File: config.mk
export PLATFORM = sky130hd
export DESIGN_NAME = worker_pool_load_balancer
export DESIGN_NICKNAME = d
export VERILOG_FILES = /design/src/rtl/core/wplb_pkg.sv /design/src/rtl/core/wplb_ram.sv /design/src/rtl/core/wplb_ctrl.sv /design/src/rtl/core/wplb_dpath.sv /design/src/rtl/core/worker_pool_load_balancer.sv
export VERILOG_INCLUDE_DIRS = /design/src /design/src/rtl/core
export SDC_FILE = /design/constraint.sdc
export NUM_CORES = 1
export LEC_CHECK = 0
export BUFFER_PORTS_ARGS = -buffer_cell sky130_fd_sc_hd__buf_4
export CAP_MARGIN = 20
export CORE_UTILIZATION = 55
export CTS_BUF_LIST = sky130_fd_sc_hd__clkbuf_16
export DETAILED_ROUTE_END_ITERATION = 12
export PLACE_DENSITY = 0.7
export SLEW_MARGIN = 20
export SYNTH_ARGS = -nofsm -noshare
export SYNTH_HDL_FRONTEND = slang
export SYNTH_HIERARCHICAL = 1
export SYNTH_SLANG_ARGS = --single-unit
File: constraint.sdc
create_clock -name aclk -period 7 [get_ports aclk]
set_input_delay 1.05 -clock aclk [delete_from_list [all_inputs] [get_ports aclk]]
set_output_delay 1.05 -clock aclk [all_outputs]
set_load 0.05 [all_outputs]
File: src/rtl/core/worker_pool_load_balancer_assert.svh
// assertion macros for the worker pool load balancer
// each macro expects aclk and aresetn in scope at the point of use
`ifndef WORKER_POOL_LOAD_BALANCER_ASSERT_SVH
`define WORKER_POOL_LOAD_BALANCER_ASSERT_SVH

`ifndef ASSERT_OFF

// same-cycle implication
`define WPLB_ASSERT_IMP(lbl, ante, cons, msg) \
    lbl: assert property (@(posedge aclk) disable iff (!aresetn) (ante) |-> (cons)) \
        else $error(msg);

// next-cycle implication
`define WPLB_ASSERT_NXT(lbl, ante, cons, msg) \
    lbl: assert property (@(posedge aclk) disable iff (!aresetn) (ante) |=> (cons)) \
        else $error(msg);

`else

`define WPLB_ASSERT_IMP(lbl, ante, cons, msg)
`define WPLB_ASSERT_NXT(lbl, ante, cons, msg)

`endif

`endif

File: src/rtl/core/wplb_pkg.sv
package wplb_pkg;

    // default sizes
    localparam int MAX_WORKERS_DEF  = 16;
    localparam int LOAD_WIDTH_DEF   = 16;

    // fallback values for zero register settings
    localparam int DEFAULT_POOL     = 10;
    localparam int DEFAULT_CAPACITY = 1000;

    // field widths
    localparam int OP_W       = 2;
    localparam int ID_W       = 4;
    localparam int STATUS_W   = 3;
    localparam int OUT_LOAD_W = 16;
    localparam int POOL_W     = 5;
    localparam int CAP_W      = 16;
    localparam int CFG_IDX_W  = 2;
    localparam int CFG_DATA_W = 16;
    localparam int S_TDATA_W  = 8;
    localparam int M_TDATA_W  = 24;

    localparam logic [31:0] OUT_LOAD_MAX = 32'h0000_FFFF;

    // operating modes
    localparam logic MODE_FIXED    = 1'b0;
    localparam logic MODE_CAPACITY = 1'b1;

    typedef enum logic [OP_W-1:0] {
        OP_ACQUIRE = 2'd0,
        OP_RELEASE = 2'd1,
        OP_CLEAR   = 2'd2
    } op_t;

    typedef enum logic [STATUS_W-1:0] {
        STS_GRANTED  = 3'd0,
        STS_RELEASED = 3'd1,
        STS_RETIRED  = 3'd2,
        STS_FULL     = 3'd3,
        STS_INVALID  = 3'd4,
        STS_CLEARED  = 3'd5
    } status_t;

    typedef enum logic [CFG_IDX_W-1:0] {
        REG_MODE      = 2'd0,
        REG_POOL_SIZE = 2'd1,
        REG_CAPACITY  = 2'd2
    } reg_idx_t;

    typedef enum logic [2:0] {
        S_IDLE,
        S_DECODE,
        S_BUILD,
        S_SCAN,
        S_DRAIN,
        S_REL_RD,
        S_COMMIT
    } state_t;

    // controller to datapath
    typedef struct packed {
        logic load_in;
        logic build;
        logic scan_init;
        logic scan_step;
        logic rel_read;
        logic commit;
    } cmd_t;

    // datapath to controller
    typedef struct packed {
        logic [OP_W-1:0] op;
        logic            rel_bad;
        logic            pool_ready;
        logic            scan_last;
        logic            out_free;
    } sts_t;

endpackage

File: src/rtl/core/wplb_ram.sv
module wplb_ram #(
    parameter int WIDTH = 16,
    parameter int DEPTH = 16
) (
    input  logic                     clk,
    input  logic                     we,
    input  logic [$clog2(DEPTH)-1:0] waddr,
    input  logic [WIDTH-1:0]         wdata,
    input  logic                     re,
    input  logic [$clog2(DEPTH)-1:0] raddr,
    output logic [WIDTH-1:0]         rdata
);

    logic [WIDTH-1:0] mem_reg [DEPTH];
    logic [WIDTH-1:0] rdata_reg;

    // one write port, one registered read port
    always_ff @(posedge clk) begin
        if (we) begin
            mem_reg[waddr] <= wdata;
        end
        if (re) begin
            rdata_reg <= mem_reg[raddr];
        end
    end

    assign rdata = rdata_reg;

endmodule

File: src/rtl/core/wplb_ctrl.sv
module wplb_ctrl (
    input  logic           aclk,
    input  logic           aresetn,
    input  logic           s_tvalid,
    output logic           s_tready,
    output wplb_pkg::cmd_t cmd,
    input  wplb_pkg::sts_t sts
);

    import wplb_pkg::*;

    state_t state_reg;
    state_t state_next;

    // state register
    always_ff @(posedge aclk) begin
        if (!aresetn) begin
            state_reg <= S_IDLE;
        end else begin
            state_reg <= state_next;
        end
    end

    // next state
    always_comb begin
        state_next = state_reg;
        unique case (state_reg)
            S_IDLE: begin
                if (s_tvalid) begin
                    state_next = S_DECODE;
                end
            end
            S_DECODE: begin
                case (op_t'(sts.op))
                    OP_ACQUIRE: state_next = sts.pool_ready ? S_SCAN : S_BUILD;
                    OP_RELEASE: state_next = sts.rel_bad ? S_COMMIT : S_REL_RD;
                    OP_CLEAR:   state_next = S_COMMIT;
                    default:    state_next = S_IDLE;
                endcase
            end
            S_BUILD: state_next = S_SCAN;
            S_SCAN: begin
                if (sts.scan_last) begin
                    state_next = S_DRAIN;
                end
            end
            S_DRAIN:  state_next = S_COMMIT;
            S_REL_RD: state_next = S_COMMIT;
            S_COMMIT: begin
                if (sts.out_free) begin
                    state_next = S_IDLE;
                end
            end
            default: state_next = S_IDLE;
        endcase
    end

    // commands
    always_comb begin
        cmd      = '0;
        s_tready = 1'b0;
        unique case (state_reg)
            S_IDLE: begin
                s_tready    = 1'b1;
                cmd.load_in = s_tvalid;
            end
            S_DECODE: cmd.scan_init = 1'b1;
            S_BUILD:  cmd.build     = 1'b1;
            S_SCAN:   cmd.scan_step = 1'b1;
            S_DRAIN:  ;
            S_REL_RD: cmd.rel_read  = 1'b1;
            S_COMMIT: cmd.commit    = sts.out_free;
            default:  ;
        endcase
    end

endmodule

File: src/rtl/core/wplb_dpath.sv
module wplb_dpath #(
    parameter int MAX_WORKERS = wplb_pkg::MAX_WORKERS_DEF,
    parameter int LOAD_WIDTH  = wplb_pkg::LOAD_WIDTH_DEF
) (
    input  logic                                aclk,
    input  logic                                aresetn,
    input  logic                                cfg_valid,
    input  logic [wplb_pkg::CFG_IDX_W-1:0]      cfg_index,
    input  logic [wplb_pkg::CFG_DATA_W-1:0]     cfg_data,
    input  logic [wplb_pkg::OP_W-1:0]           in_operation,
    input  logic [wplb_pkg::ID_W-1:0]           in_worker_id,
    input  wplb_pkg::cmd_t                      cmd,
    output wplb_pkg::sts_t                      sts,
    input  logic                                m_tready,
    output logic                                m_tvalid,
    output logic [wplb_pkg::M_TDATA_W-1:0]      m_tdata,
    output logic [wplb_pkg::STATUS_W-1:0]       m_tuser
);

    import wplb_pkg::*;

    localparam int IDX_W = $clog2(MAX_WORKERS);
    localparam int CNT_W = $clog2(MAX_WORKERS + 1);
    localparam logic [LOAD_WIDTH-1:0] LOAD_MAX = '1;

    // clip a load to the output field
    function automatic logic [OUT_LOAD_W-1:0] sat_load(input logic [LOAD_WIDTH-1:0] v);
        logic [31:0] w;
        w = 32'(v);
        sat_load = (w > OUT_LOAD_MAX) ? '1 : w[OUT_LOAD_W-1:0];
    endfunction

    // configuration registers
    logic              mode_reg;
    logic [POOL_W-1:0] pool_size_reg;
    logic [CAP_W-1:0]  capacity_reg;

    // latched request
    logic [OP_W-1:0] op_reg;
    logic [ID_W-1:0] id_reg;

    // pool state
    logic [MAX_WORKERS-1:0] valid_reg, valid_next;
    logic [MAX_WORKERS-1:0] live_reg, live_next;
    logic                   pool_ready_reg, pool_ready_next;
    logic [CNT_W-1:0]       valid_cnt_reg, valid_cnt_next;

    // scan state
    logic [IDX_W-1:0]      scan_cnt_reg;
    logic                  chk_vld_reg;
    logic [IDX_W-1:0]      chk_idx_reg;
    logic                  found_reg;
    logic [IDX_W-1:0]      best_idx_reg;
    logic [LOAD_WIDTH-1:0] best_load_reg;
    logic                  free_found_reg;
    logic [IDX_W-1:0]      free_idx_reg;

    // output register
    logic                  m_valid_reg;
    logic [ID_W-1:0]       out_worker_reg;
    logic [STATUS_W-1:0]   out_status_reg;
    logic [OUT_LOAD_W-1:0] out_load_reg;

    // ram interface
    logic                  wr_en;
    logic [IDX_W-1:0]      wr_addr;
    logic [LOAD_WIDTH-1:0] wr_data;
    logic                  rd_en;
    logic [IDX_W-1:0]      rd_addr;
    logic [LOAD_WIDTH-1:0] ram_q;

    // combinational helpers
    logic [CAP_W-1:0]      cap_eff;
    logic [31:0]           pool_sel;
    logic [CNT_W-1:0]      build_n;
    logic [LOAD_WIDTH-1:0] chk_load;
    logic                  chk_valid;
    logic                  chk_fits;
    logic                  take;
    logic                  take_free;
    logic [IDX_W-1:0]      rel_idx;
    logic                  rel_bad;
    logic [LOAD_WIDTH-1:0] rel_cur;
    logic [LOAD_WIDTH-1:0] rel_dec;
    logic                  rel_retire;
    logic [LOAD_WIDTH-1:0] bump_load;
    logic [ID_W-1:0]       res_worker;
    status_t               res_status;
    logic [OUT_LOAD_W-1:0] res_load;

    // configuration writes
    always_ff @(posedge aclk) begin
        if (!aresetn) begin
            mode_reg      <= MODE_FIXED;
            pool_size_reg <= POOL_W'(DEFAULT_POOL);
            capacity_reg  <= CAP_W'(DEFAULT_CAPACITY);
        end else if (cfg_valid) begin
            unique case (reg_idx_t'(cfg_index))
                REG_MODE:      mode_reg      <= cfg_data[0];
                REG_POOL_SIZE: pool_size_reg <= cfg_data[POOL_W-1:0];
                REG_CAPACITY:  capacity_reg  <= cfg_data[CAP_W-1:0];
                default:       ;
            endcase
        end
    end

    // request capture
    always_ff @(posedge aclk) begin
        if (cmd.load_in) begin
            op_reg <= in_operation;
            id_reg <= in_worker_id;
        end
    end

    // effective capacity and pool size
    always_comb begin
        cap_eff  = (capacity_reg == '0) ? CAP_W'(DEFAULT_CAPACITY) : capacity_reg;
        pool_sel = (pool_size_reg == '0) ? 32'(DEFAULT_POOL) : 32'(pool_size_reg);
        if (pool_sel > 32'(MAX_WORKERS)) begin
            pool_sel = 32'(MAX_WORKERS);
        end
        build_n = CNT_W'(pool_sel);
    end

    // scan compare on the beat coming back from the ram
    assign chk_load  = live_reg[chk_idx_reg] ? ram_q : '0;
    assign chk_valid = valid_reg[chk_idx_reg];
    assign chk_fits  = 32'(chk_load) < 32'(cap_eff);
    assign take      = chk_vld_reg && chk_valid &&
                       ((mode_reg == MODE_CAPACITY) ? (!found_reg && chk_fits)
                                                    : (!found_reg || chk_load < best_load_reg));
    assign take_free = chk_vld_reg && !chk_valid && !free_found_reg;

    // scan counter and read tracking
    always_ff @(posedge aclk) begin
        if (!aresetn) begin
            scan_cnt_reg   <= '0;
            chk_vld_reg    <= 1'b0;
            found_reg      <= 1'b0;
            free_found_reg <= 1'b0;
        end else begin
            chk_vld_reg <= cmd.scan_step;
            if (cmd.scan_init) begin
                scan_cnt_reg   <= '0;
                found_reg      <= 1'b0;
                free_found_reg <= 1'b0;
            end else begin
                if (cmd.scan_step) begin
                    scan_cnt_reg <= scan_cnt_reg + IDX_W'(1);
                end
                if (take) begin
                    found_reg <= 1'b1;
                end
                if (take_free) begin
                    free_found_reg <= 1'b1;
                end
            end
        end
    end

    // scan payload
    always_ff @(posedge aclk) begin
        if (cmd.scan_step) begin
            chk_idx_reg <= scan_cnt_reg;
        end
        if (take) begin
            best_idx_reg  <= chk_idx_reg;
            best_load_reg <= chk_load;
        end
        if (take_free) begin
            free_idx_reg <= chk_idx_reg;
        end
    end

    // release lookup
    assign rel_idx    = IDX_W'(id_reg);
    assign rel_bad    = (32'(id_reg) >= 32'(MAX_WORKERS)) || !valid_reg[rel_idx];
    assign rel_cur    = live_reg[rel_idx] ? ram_q : '0;
    assign rel_dec    = (rel_cur != '0) ? rel_cur - LOAD_WIDTH'(1) : '0;
    assign rel_retire = (mode_reg == MODE_CAPACITY) && (rel_dec == '0) &&
                        (valid_cnt_reg >= CNT_W'(2));

    // acquire increment, saturating
    assign bump_load = (best_load_reg != LOAD_MAX) ? best_load_reg + LOAD_WIDTH'(1)
                                                   : best_load_reg;

    // ram read port
    assign rd_en   = cmd.scan_step | cmd.rel_read;
    assign rd_addr = cmd.scan_step ? scan_cnt_reg : rel_idx;

    // pool build and result commit
    always_comb begin
        valid_next      = valid_reg;
        live_next       = live_reg;
        pool_ready_next = pool_ready_reg;
        valid_cnt_next  = valid_cnt_reg;
        wr_en           = 1'b0;
        wr_addr         = best_idx_reg;
        wr_data         = bump_load;
        res_worker      = '0;
        res_status      = STS_CLEARED;
        res_load        = '0;

        if (cmd.build) begin
            pool_ready_next = 1'b1;
            if (mode_reg == MODE_FIXED) begin
                for (int i = 0; i < MAX_WORKERS; i++) begin
                    if (i < int'(build_n)) begin
                        valid_next[i] = 1'b1;
                    end
                end
                valid_cnt_next = build_n;
            end else begin
                valid_next[0]  = 1'b1;
                valid_cnt_next = CNT_W'(1);
            end
        end

        if (cmd.commit) begin
            case (op_t'(op_reg))
                OP_ACQUIRE: begin
                    if (found_reg) begin
                        wr_en                   = 1'b1;
                        live_next[best_idx_reg] = 1'b1;
                        res_worker              = ID_W'(best_idx_reg);
                        res_status              = STS_GRANTED;
                        res_load                = sat_load(bump_load);
                    end else if (mode_reg == MODE_CAPACITY && free_found_reg) begin
                        // open a new worker in the lowest free slot
                        wr_en                   = 1'b1;
                        wr_addr                 = free_idx_reg;
                        wr_data                 = LOAD_WIDTH'(1);
                        valid_next[free_idx_reg] = 1'b1;
                        live_next[free_idx_reg]  = 1'b1;
                        valid_cnt_next          = valid_cnt_reg + CNT_W'(1);
                        res_worker              = ID_W'(free_idx_reg);
                        res_status              = STS_GRANTED;
                        res_load                = OUT_LOAD_W'(1);
                    end else begin
                        res_status = STS_FULL;
                    end
                end
                OP_RELEASE: begin
                    res_worker = id_reg;
                    if (rel_bad) begin
                        res_status = STS_INVALID;
                    end else begin
                        wr_en              = 1'b1;
                        wr_addr            = rel_idx;
                        wr_data            = rel_dec;
                        live_next[rel_idx] = 1'b1;
                        if (rel_retire) begin
                            valid_next[rel_idx] = 1'b0;
                            valid_cnt_next      = valid_cnt_reg - CNT_W'(1);
                            res_status          = STS_RETIRED;
                        end else begin
                            res_status = STS_RELEASED;
                            res_load   = sat_load(rel_dec);
                        end
                    end
                end
                OP_CLEAR: begin
                    live_next  = '0;
                    res_status = STS_CLEARED;
                end
                default: ;
            endcase
        end
    end

    // pool state registers
    always_ff @(posedge aclk) begin
        if (!aresetn) begin
            valid_reg      <= '0;
            live_reg       <= '0;
            pool_ready_reg <= 1'b0;
            valid_cnt_reg  <= '0;
        end else begin
            valid_reg      <= valid_next;
            live_reg       <= live_next;
            pool_ready_reg <= pool_ready_next;
            valid_cnt_reg  <= valid_cnt_next;
        end
    end

    // load counters
    wplb_ram #(
        .WIDTH(LOAD_WIDTH),
        .DEPTH(MAX_WORKERS)
    ) u_load_ram (
        .clk  (aclk),
        .we   (wr_en),
        .waddr(wr_addr),
        .wdata(wr_data),
        .re   (rd_en),
        .raddr(rd_addr),
        .rdata(ram_q)
    );

    // output beat valid
    always_ff @(posedge aclk) begin
        if (!aresetn) begin
            m_valid_reg <= 1'b0;
        end else if (cmd.commit) begin
            m_valid_reg <= 1'b1;
        end else if (m_tready) begin
            m_valid_reg <= 1'b0;
        end
    end

    // output beat payload
    always_ff @(posedge aclk) begin
        if (cmd.commit) begin
            out_worker_reg <= res_worker;
            out_status_reg <= res_status;
            out_load_reg   <= res_load;
        end
    end

    assign m_tvalid = m_valid_reg;
    assign m_tdata  = {(M_TDATA_W - ID_W - OUT_LOAD_W)'(0), out_load_reg, out_worker_reg};
    assign m_tuser  = out_status_reg;

    // status to controller
    assign sts.op         = op_reg;
    assign sts.rel_bad    = rel_bad;
    assign sts.pool_ready = pool_ready_reg;
    assign sts.scan_last  = (scan_cnt_reg == IDX_W'(MAX_WORKERS - 1));
    assign sts.out_free   = !m_valid_reg || m_tready;

endmodule

File: src/rtl/core/worker_pool_load_balancer.sv
// worker pool load balancer: hands out worker slots and keeps a load count per slot
// request beats on s_*: s_tuser carries the operation (acquire, release, clear),
// s_tdata carries the worker slot for a release
// one result beat per request on m_*: m_tuser carries the status, m_tdata the slot
// and its load after the operation; an unused operation code gives no result
// registers (mode, pool size, capacity) are written on the cfg port; the user must write
// them only while idle, since the block itself does not enforce it
// an acquire decodes, builds the pool if it is not yet built, scans every slot, drains
// the last read and commits; a release decodes, reads the load and commits, but skips the
// read for an unknown slot; a clear decodes and commits
// one request at a time; the controller returns to idle and takes the next request once
// the result is loaded; the scan reads one load counter per cycle through the single read
// port of the counter ram
// a result waiting on m_tready does not block the next request, but that
// request holds in its final step until the output register is free
// reset empties the pool, zeroes all loads and restores the register defaults
`include "worker_pool_load_balancer_assert.svh"

module worker_pool_load_balancer #(
    parameter int MAX_WORKERS = wplb_pkg::MAX_WORKERS_DEF,
    parameter int LOAD_WIDTH  = wplb_pkg::LOAD_WIDTH_DEF
) (
    input  logic                             aclk,
    input  logic                             aresetn,
    // configuration writes
    input  logic                             cfg_valid,
    output logic                             cfg_ready,
    input  logic [wplb_pkg::CFG_IDX_W-1:0]   cfg_index,
    input  logic [wplb_pkg::CFG_DATA_W-1:0]  cfg_data,
    // request beats
    input  logic                             s_tvalid,
    output logic                             s_tready,
    input  logic [wplb_pkg::S_TDATA_W-1:0]   s_tdata,   // [3:0] worker_id, [7:4] zero
    input  logic [wplb_pkg::OP_W-1:0]        s_tuser,   // [1:0] operation
    // result beats
    output logic                             m_tvalid,
    input  logic                             m_tready,
    output logic [wplb_pkg::M_TDATA_W-1:0]   m_tdata,   // [3:0] granted_worker,
                                                        // [19:4] worker_load, [23:20] zero
    output logic [wplb_pkg::STATUS_W-1:0]    m_tuser    // [2:0] status
);

    import wplb_pkg::*;

    cmd_t cmd;
    sts_t sts;

    // registers always take a write
    assign cfg_ready = 1'b1;

    // controller
    wplb_ctrl u_ctrl (
        .aclk    (aclk),
        .aresetn (aresetn),
        .s_tvalid(s_tvalid),
        .s_tready(s_tready),
        .cmd     (cmd),
        .sts     (sts)
    );

    // datapath with load counter ram
    wplb_dpath #(
        .MAX_WORKERS(MAX_WORKERS),
        .LOAD_WIDTH (LOAD_WIDTH)
    ) u_dpath (
        .aclk        (aclk),
        .aresetn     (aresetn),
        .cfg_valid   (cfg_valid),
        .cfg_index   (cfg_index),
        .cfg_data    (cfg_data),
        .in_operation(s_tuser),
        .in_worker_id(s_tdata[ID_W-1:0]),
        .cmd         (cmd),
        .sts         (sts),
        .m_tready    (m_tready),
        .m_tvalid    (m_tvalid),
        .m_tdata     (m_tdata),
        .m_tuser     (m_tuser)
    );

    // one request in flight: no second beat right after one is taken
    `WPLB_ASSERT_NXT(a_one_in_flight, s_tvalid && s_tready, !s_tready, "request taken while busy")

    // a result is never loaded over one that is still stalled
    `WPLB_ASSERT_IMP(a_no_overwrite, m_tvalid && !m_tready, !cmd.commit, "result overwritten")

    // a granted worker always carries a nonzero load
    `WPLB_ASSERT_IMP(a_grant_load, m_tvalid && m_tuser == STS_GRANTED,
                     m_tdata[ID_W+OUT_LOAD_W-1:ID_W] != '0, "grant with zero load")

endmodule

### Word-level counts from Yosys, hierarchy flattened

Memory sizes are Yosys's and may differ from the RTL's. A register that Yosys moved wholly into a read port is not among the register bits.
Cells that the tools add are included.

* flip-flop bits (word level): 128
* memory bits (writable): 256
* input bits: 33
* output and inout bits: 30
* logic and storage cells: 219
* memories: 1

* add/sub/neg operators: 5
* order comparisons: 27
* equality and inequality tests: 17
* multiplexer cells: 106
* bitwise gates (word level): 8
* reduce and logical (&&, ||, !) cells: 33

Memory list
* u_dpath.u_load_ram.mem_reg: depth 16, width 16, rd ports 1, clocked after Yosys merged registers in 1, wr ports 1, RTL line wplb_ram.sv:14 `logic [WIDTH-1:0] mem_reg [DEPTH];`

Operators with widths (count)
* $mux 16: 21
* $pmux 16 s2: 3
* $or 16x16->16: 4
* $pmux 16 s3: 1
* $mux 5: 9
* $mux 1: 42
* $lt 4x5->1 const A: 8
* $gt 32x5->1 const B: 1
* $logic_not 16->1: 2
* $lt 16x16->1: 2
* $mux 4: 7
* $lt 3x5->1 const A: 4
* $lt 4x5->1 const B: 4
* $pmux 3 s6: 1
* $add 16x1->16 const B: 1
* $and 16x16->16: 1
* $bmux 1 s4: 4
* $ne 16x16->1 const B: 1
* $not 16->16: 1
* $pmux 4 s2: 2
* $reduce_bool 16->1: 1
* $sub 16x1->16 const B: 1
* $mux 15: 1
* $mux 3: 5
* 36 further kinds: 69

### Longest topological paths before layout

* depth after elaboration: 13
* mapped depth: 16
* gate-level depth less buffers: 11

### By module

Netlist, hierarchy kept.

Modules (own cells, without submodules)
* wplb_ram: instances 1, cells an instance 432, area each 10203.5 um^2, sequential area each 8167.8 um^2
* wplb_dpath: instances 1, cells an instance 983, area each 8499.4 um^2, sequential area each 3072.9 um^2
* wplb_ctrl: instances 1, cells an instance 44, area each 369.1 um^2, sequential area each 60.1 um^2
* worker_pool_load_balancer: instances 1, cells an instance 2, area each 11.3 um^2, sequential area each 0.0 um^2

### Worst setup path before layout

Ideal clock, no wire load.

* kind: in2reg
* from: in m_tready
* to: mem u_dpath.u_load_ram.mem_reg[0][0] (enable)
* data arrival time: 5.188 ns
* data required time: 6.591 ns
* path slack: 1.403 ns
* stages on the path: 10
* cells stage by stage: nand2b_1 > and4b_1 > inv_1 > nor2_1 > o21ai_0 > nor2_1 > clkbuf_1 > o22ai_1 > or3b_2 > nor3_1

RTL lines
* start: declaration: RTL line worker_pool_load_balancer.sv:37 `input logic m_tready,`
* end: declaration: RTL line wplb_ram.sv:14

### Final worst setup path

* from: reg u_dpath.id_reg[0]
* to: reg u_dpath.out_load_reg[1], data pin

* word-level cells in the longest chain between the ends: 11
* elaborated cells between the ends (all ways): 14

Ends and longest elaborated chain
* start: declaration: RTL line wplb_dpath.sv:40 `logic [ID_W-1:0] id_reg;`
* start signal: assignment: RTL line wplb_dpath.sv:111 `id_reg <= in_worker_id;`
* $bmux 1 s4: RTL line wplb_dpath.sv:178 `assign rel_cur = live_reg[rel_idx] ? ram_q : '0;`
* $mux 1 (not written as such): RTL line wplb_dpath.sv:178
* $mux 16: RTL line wplb_dpath.sv:178
* $sub 16x1->16 / $reduce_bool 16->1 (equally long branches): RTL line wplb_dpath.sv:179 `assign rel_dec = (rel_cur != '0) ? rel_cur - LOAD_WIDTH'(1) : '0;`
* $mux 16: RTL line wplb_dpath.sv:179
* $logic_not 16->1: RTL line wplb_dpath.sv:180 `assign rel_retire = (mode_reg == MODE_CAPACITY) && (rel_dec == '0) &&`
* $logic_and 1x1->1 (2 in series): RTL line wplb_dpath.sv:180
* $mux 16: RTL line wplb_dpath.sv:252 `if (rel_retire) begin`
* $mux 16 (*): RTL line wplb_dpath.sv:245 `if (rel_bad) begin`
* $pmux 16 s2 (*): RTL line wplb_dpath.sv:220 `case (op_t'(op_reg))`
* named net u_dpath.res_load[1]: RTL line wplb_dpath.sv:89 `logic [OUT_LOAD_W-1:0] res_load;`
* end signal: assignment: RTL line wplb_dpath.sv:316 `out_load_reg <= res_load;`
* end: declaration: RTL line wplb_dpath.sv:62 `logic [OUT_LOAD_W-1:0] out_load_reg;`

The timed path passes the listed nets; every way through them passes the cells marked *. The select of a mux whose other input is x is not followed.
A chain may end at the register's enable or synchronous reset.

==> metrics.md <==
| Metric | Value |
|---|---|
| Status | `finished, final reports clean` |
| # Max-Cap Violations | `0` |
| H-tree levels | `2` |
| Tot GR Track Use | `26.72%` |
| Core outline area | `0.03387 mm2` |
| Die X | `188.3 um` |
| Initial antenna violation count | `0` |
| Final setup fails | `0` |
| GP Congestion | `0.9669` |
| Fin. max-slew vios | `0` |
| Post-layout min period | `5.224 ns` |
| Root buffer cell | `clkbuf_16` |
| Crit share post-route | `74.63%` |
| Number of global-route vias before repair | `12576` |
| CP max FO | `18` |
| Grt total ovfl | `0` |
| Nets | `1571` |
| Detailed placement HPWL | `31830 um` |
| CTS tree | `built` |
| Worst-path clk slew | `0.06 ns` |
| CP max stage cell | `edfxtp_1` |
| Drt initial violations | `1241` |
| Syn Std Cell Area | `0.01908 mm2` |
| Req. time, crit path | `7.25 ns` |
| Dominant cell type by area after synthesis | `edfxtp_1` |
| Clk Latency, worst-skew pair | `0.56 ns` |
| Cell repeated most along the worst path | `o31a_1` |
| Number of flip-flops in the largest register | `256` |
| Initial core utilization | `56.35%` |
| Ys async rst share | `0%` |
| Via count | `12734` |
| PostCTS Resize Cnt | `0` |
| Critical Path Source Type | `register` |
| Synth Area per Inst | `13.06 um2` |
| Synth cell types | `89` |
| Pwr/cell area | `306.3 mW/mm2` |
| Post-synthesis sequential area ratio | `59.22%` |
| Area growth, synth to finish | `11.82%` |
| Final Hold Viols | `0` |
| Total wire length | `46750 um` |
| Number of port buffers | `53` |
| Post-synth EDFFs | `329` |
| Vias per cell | `6.435` |
| CP Data Arrival Time | `5.47 ns` |
| Kind of critical path | `register to register` |
| Main synth FF type | `edfxtp_1` |
| Die area | `0.03545 mm2` |
| Setup TNS | `0 ns` |
| Max_slew headroom | `32.01%` |
| Worst vdd ir | `0.2442 mV` |
| Critical path capture point type | `register` |
| Antenna Violating Nets Remaining | `0` |
| Worst-Margin Slew | `1.012 ns` |
| Most common cell after layout, fill and taps aside | `edfxtp_1` |
| Wire length per cell | `23.63 um` |
| Most frequent cells in the layout | `edfxtp_1, nand2_1, nor2_1` |
| CTS Sinks | `400` |
| Clock Skews | `0.01521 ns` |
| Clock Tree Buf Depth | `3` |
| Fmax | `191.4 MHz` |
| First-pass GRT wire length | `72420 um` |
| CTS buffer count | `42` |
| Ports | `63` |
| Pre-antenna DRT Iters | `5` |
| Gate Count Post-Synth | `1461` |
| Design Area, Final | `0.02134 mm2` |
| CP peak stage delay | `0.89 ns` |
| Crit path buffers/inverters | `0` |
| # rows | `67` |
| Number of diodes | `0` |
| Cell chain of the critical path | `mux4_2 > a2bb2oi_2 > a22o_1 > nand2_1 > ha_1 > nand3_2 > o31a_1 > or4_4 > o31a_1 > o21ai_2 > o22ai_1` |
| Ys Warns | `6` |
| Delay-heaviest family, CP | `compound AO/OA/AOI/OAI gates` |
| Post-CTS setup repair buffer count | `0` |
| Post-synth top area share | `51.77%` |
| DP Area | `0.01987 mm2` |
| Hold Path Class | `register to register` |
| Layout cells sized above 1 | `17.96%` |
| Die Height | `188.3 um` |
| Hold-fix buffers, CTS | `0` |
| Finished Core Util | `63.00%` |
| Synth area leaders | `edfxtp_1, mux4_2, dfxtp_1` |
| Drt drc | `0` |
| RSZ-0062 raised after global routing | `no` |
| FF+latch count, synth | `400` |
| Leak Pwr | `7.460 nW` |
| Largest net degree at the start of global routing | `38` |
==> path summary, 6_finish.rpt <==
| kind | startpoint | endpoint | slack, ns | cells past startpoint |
|---|---|---|---|---|
| setup / recovery | u_dpath/id_reg[0] | u_dpath/out_load_reg[1] | 1.78 | 11 |
| hold / removal | u_dpath/capacity_reg[4] | u_dpath/capacity_reg[4] | 0.48 | 2 |
| setup reg to reg | u_dpath/id_reg[0] | u_dpath/out_load_reg[1] | 1.78 | 11 |
| hold reg to reg | u_dpath/capacity_reg[4] | u_dpath/capacity_reg[4] | 0.48 | 2 |
==> power by group <==
part           switching, mW  total [mW]  internal, mW
logic                  0.845        1.41         0.568
clock network          0.942        2.22          1.28
registers              0.178        2.90          2.72
==> Yosys cell counts, drive strengths merged, types with 5 or more instances <==
cell type	number
or4	5
xor2	9
nand4	10
nor4	15
ha	41
mux2i	14
nor2	108
a22oi	48
clkbuf	60
nor3	34
nand2	117
and2	26
o21ai	51
and3	10
a31oi	12
inv	44
nor3b	9
buf	33
o211ai	10
edfxtp	329
nand2b	15
or3	5
o31ai	7
a21oi	71
or2	7
nor2b	14
a21o	12
a211oi	6
xnor2	20
nand3	27
mux4	81
o22ai	46
mux2	6
nand3b	9
dfxtp	71
==> worst reg2reg max path: stages, from the launching register on <==
cell and delay, ns:
edfxtp_1 0.89, mux4_2 0.63, a2bb2oi_2 0.18, a22o_1 0.38, nand2_1 0.21, ha_1 0.58, nand3_2 0.19, o31a_1 0.29
or4_4 0.49, o31a_1 0.45, o21ai_2 0.41, o22ai_1 0.23
==> through the flow <==
stage                     hold slack [ns]  setup WS (ns)  total power, mW  std cells
after floorplan                    0.4393          1.403            3.976       1464
after global placement             0.4651          1.995            4.316       1901
after detailed placement           0.4732          1.943            4.335       1901
after CTS                          0.4830          1.931            6.544       1979
after global routing               0.5096          1.565            6.784       1979
final                              0.4790          1.776            6.535       1979
==> layout make-up <==
class                      count  area [um2]
fill                        2584       12530
sequential                   400       11300
multi-input combinational    927        7298
clock buffer                  43        1076
timing repair buffer          82       615.6
tap                          448       560.5
clock inverter                35       321.6
inverter                      44       165.2
==> logic make-up after synthesis <==
| group | after synthesis | synth area share [%] |
|---|---|---|
| AOI/OAI and AO/OA | 328 | 11.60 |
| xor gates and xnor gates | 29 | 1.331 |
| adders and majority gates | 41 | 2.688 |
| buffers and inverters | 137 | 3.213 |
| DFF | 400 | 59.22 |
| muxes | 101 | 10.84 |
| other | 2 | 0.03935 |
| and+or+nand+nor | 423 | 11.07 |
==> per-layer routing <==
metal / vias to the layer above / part of all wire (%) / track usage, %
met5: - / 0 / 0
met4: 0 / 3.3 / 9.662
met3: 107 / 7.6 / 3.911
met2: 569 / 48 / 44.05
li1: 5768 / - / -
met1: 6290 / 41 / 36.26
No activity file was read; power rests on OpenSTA's default activity.
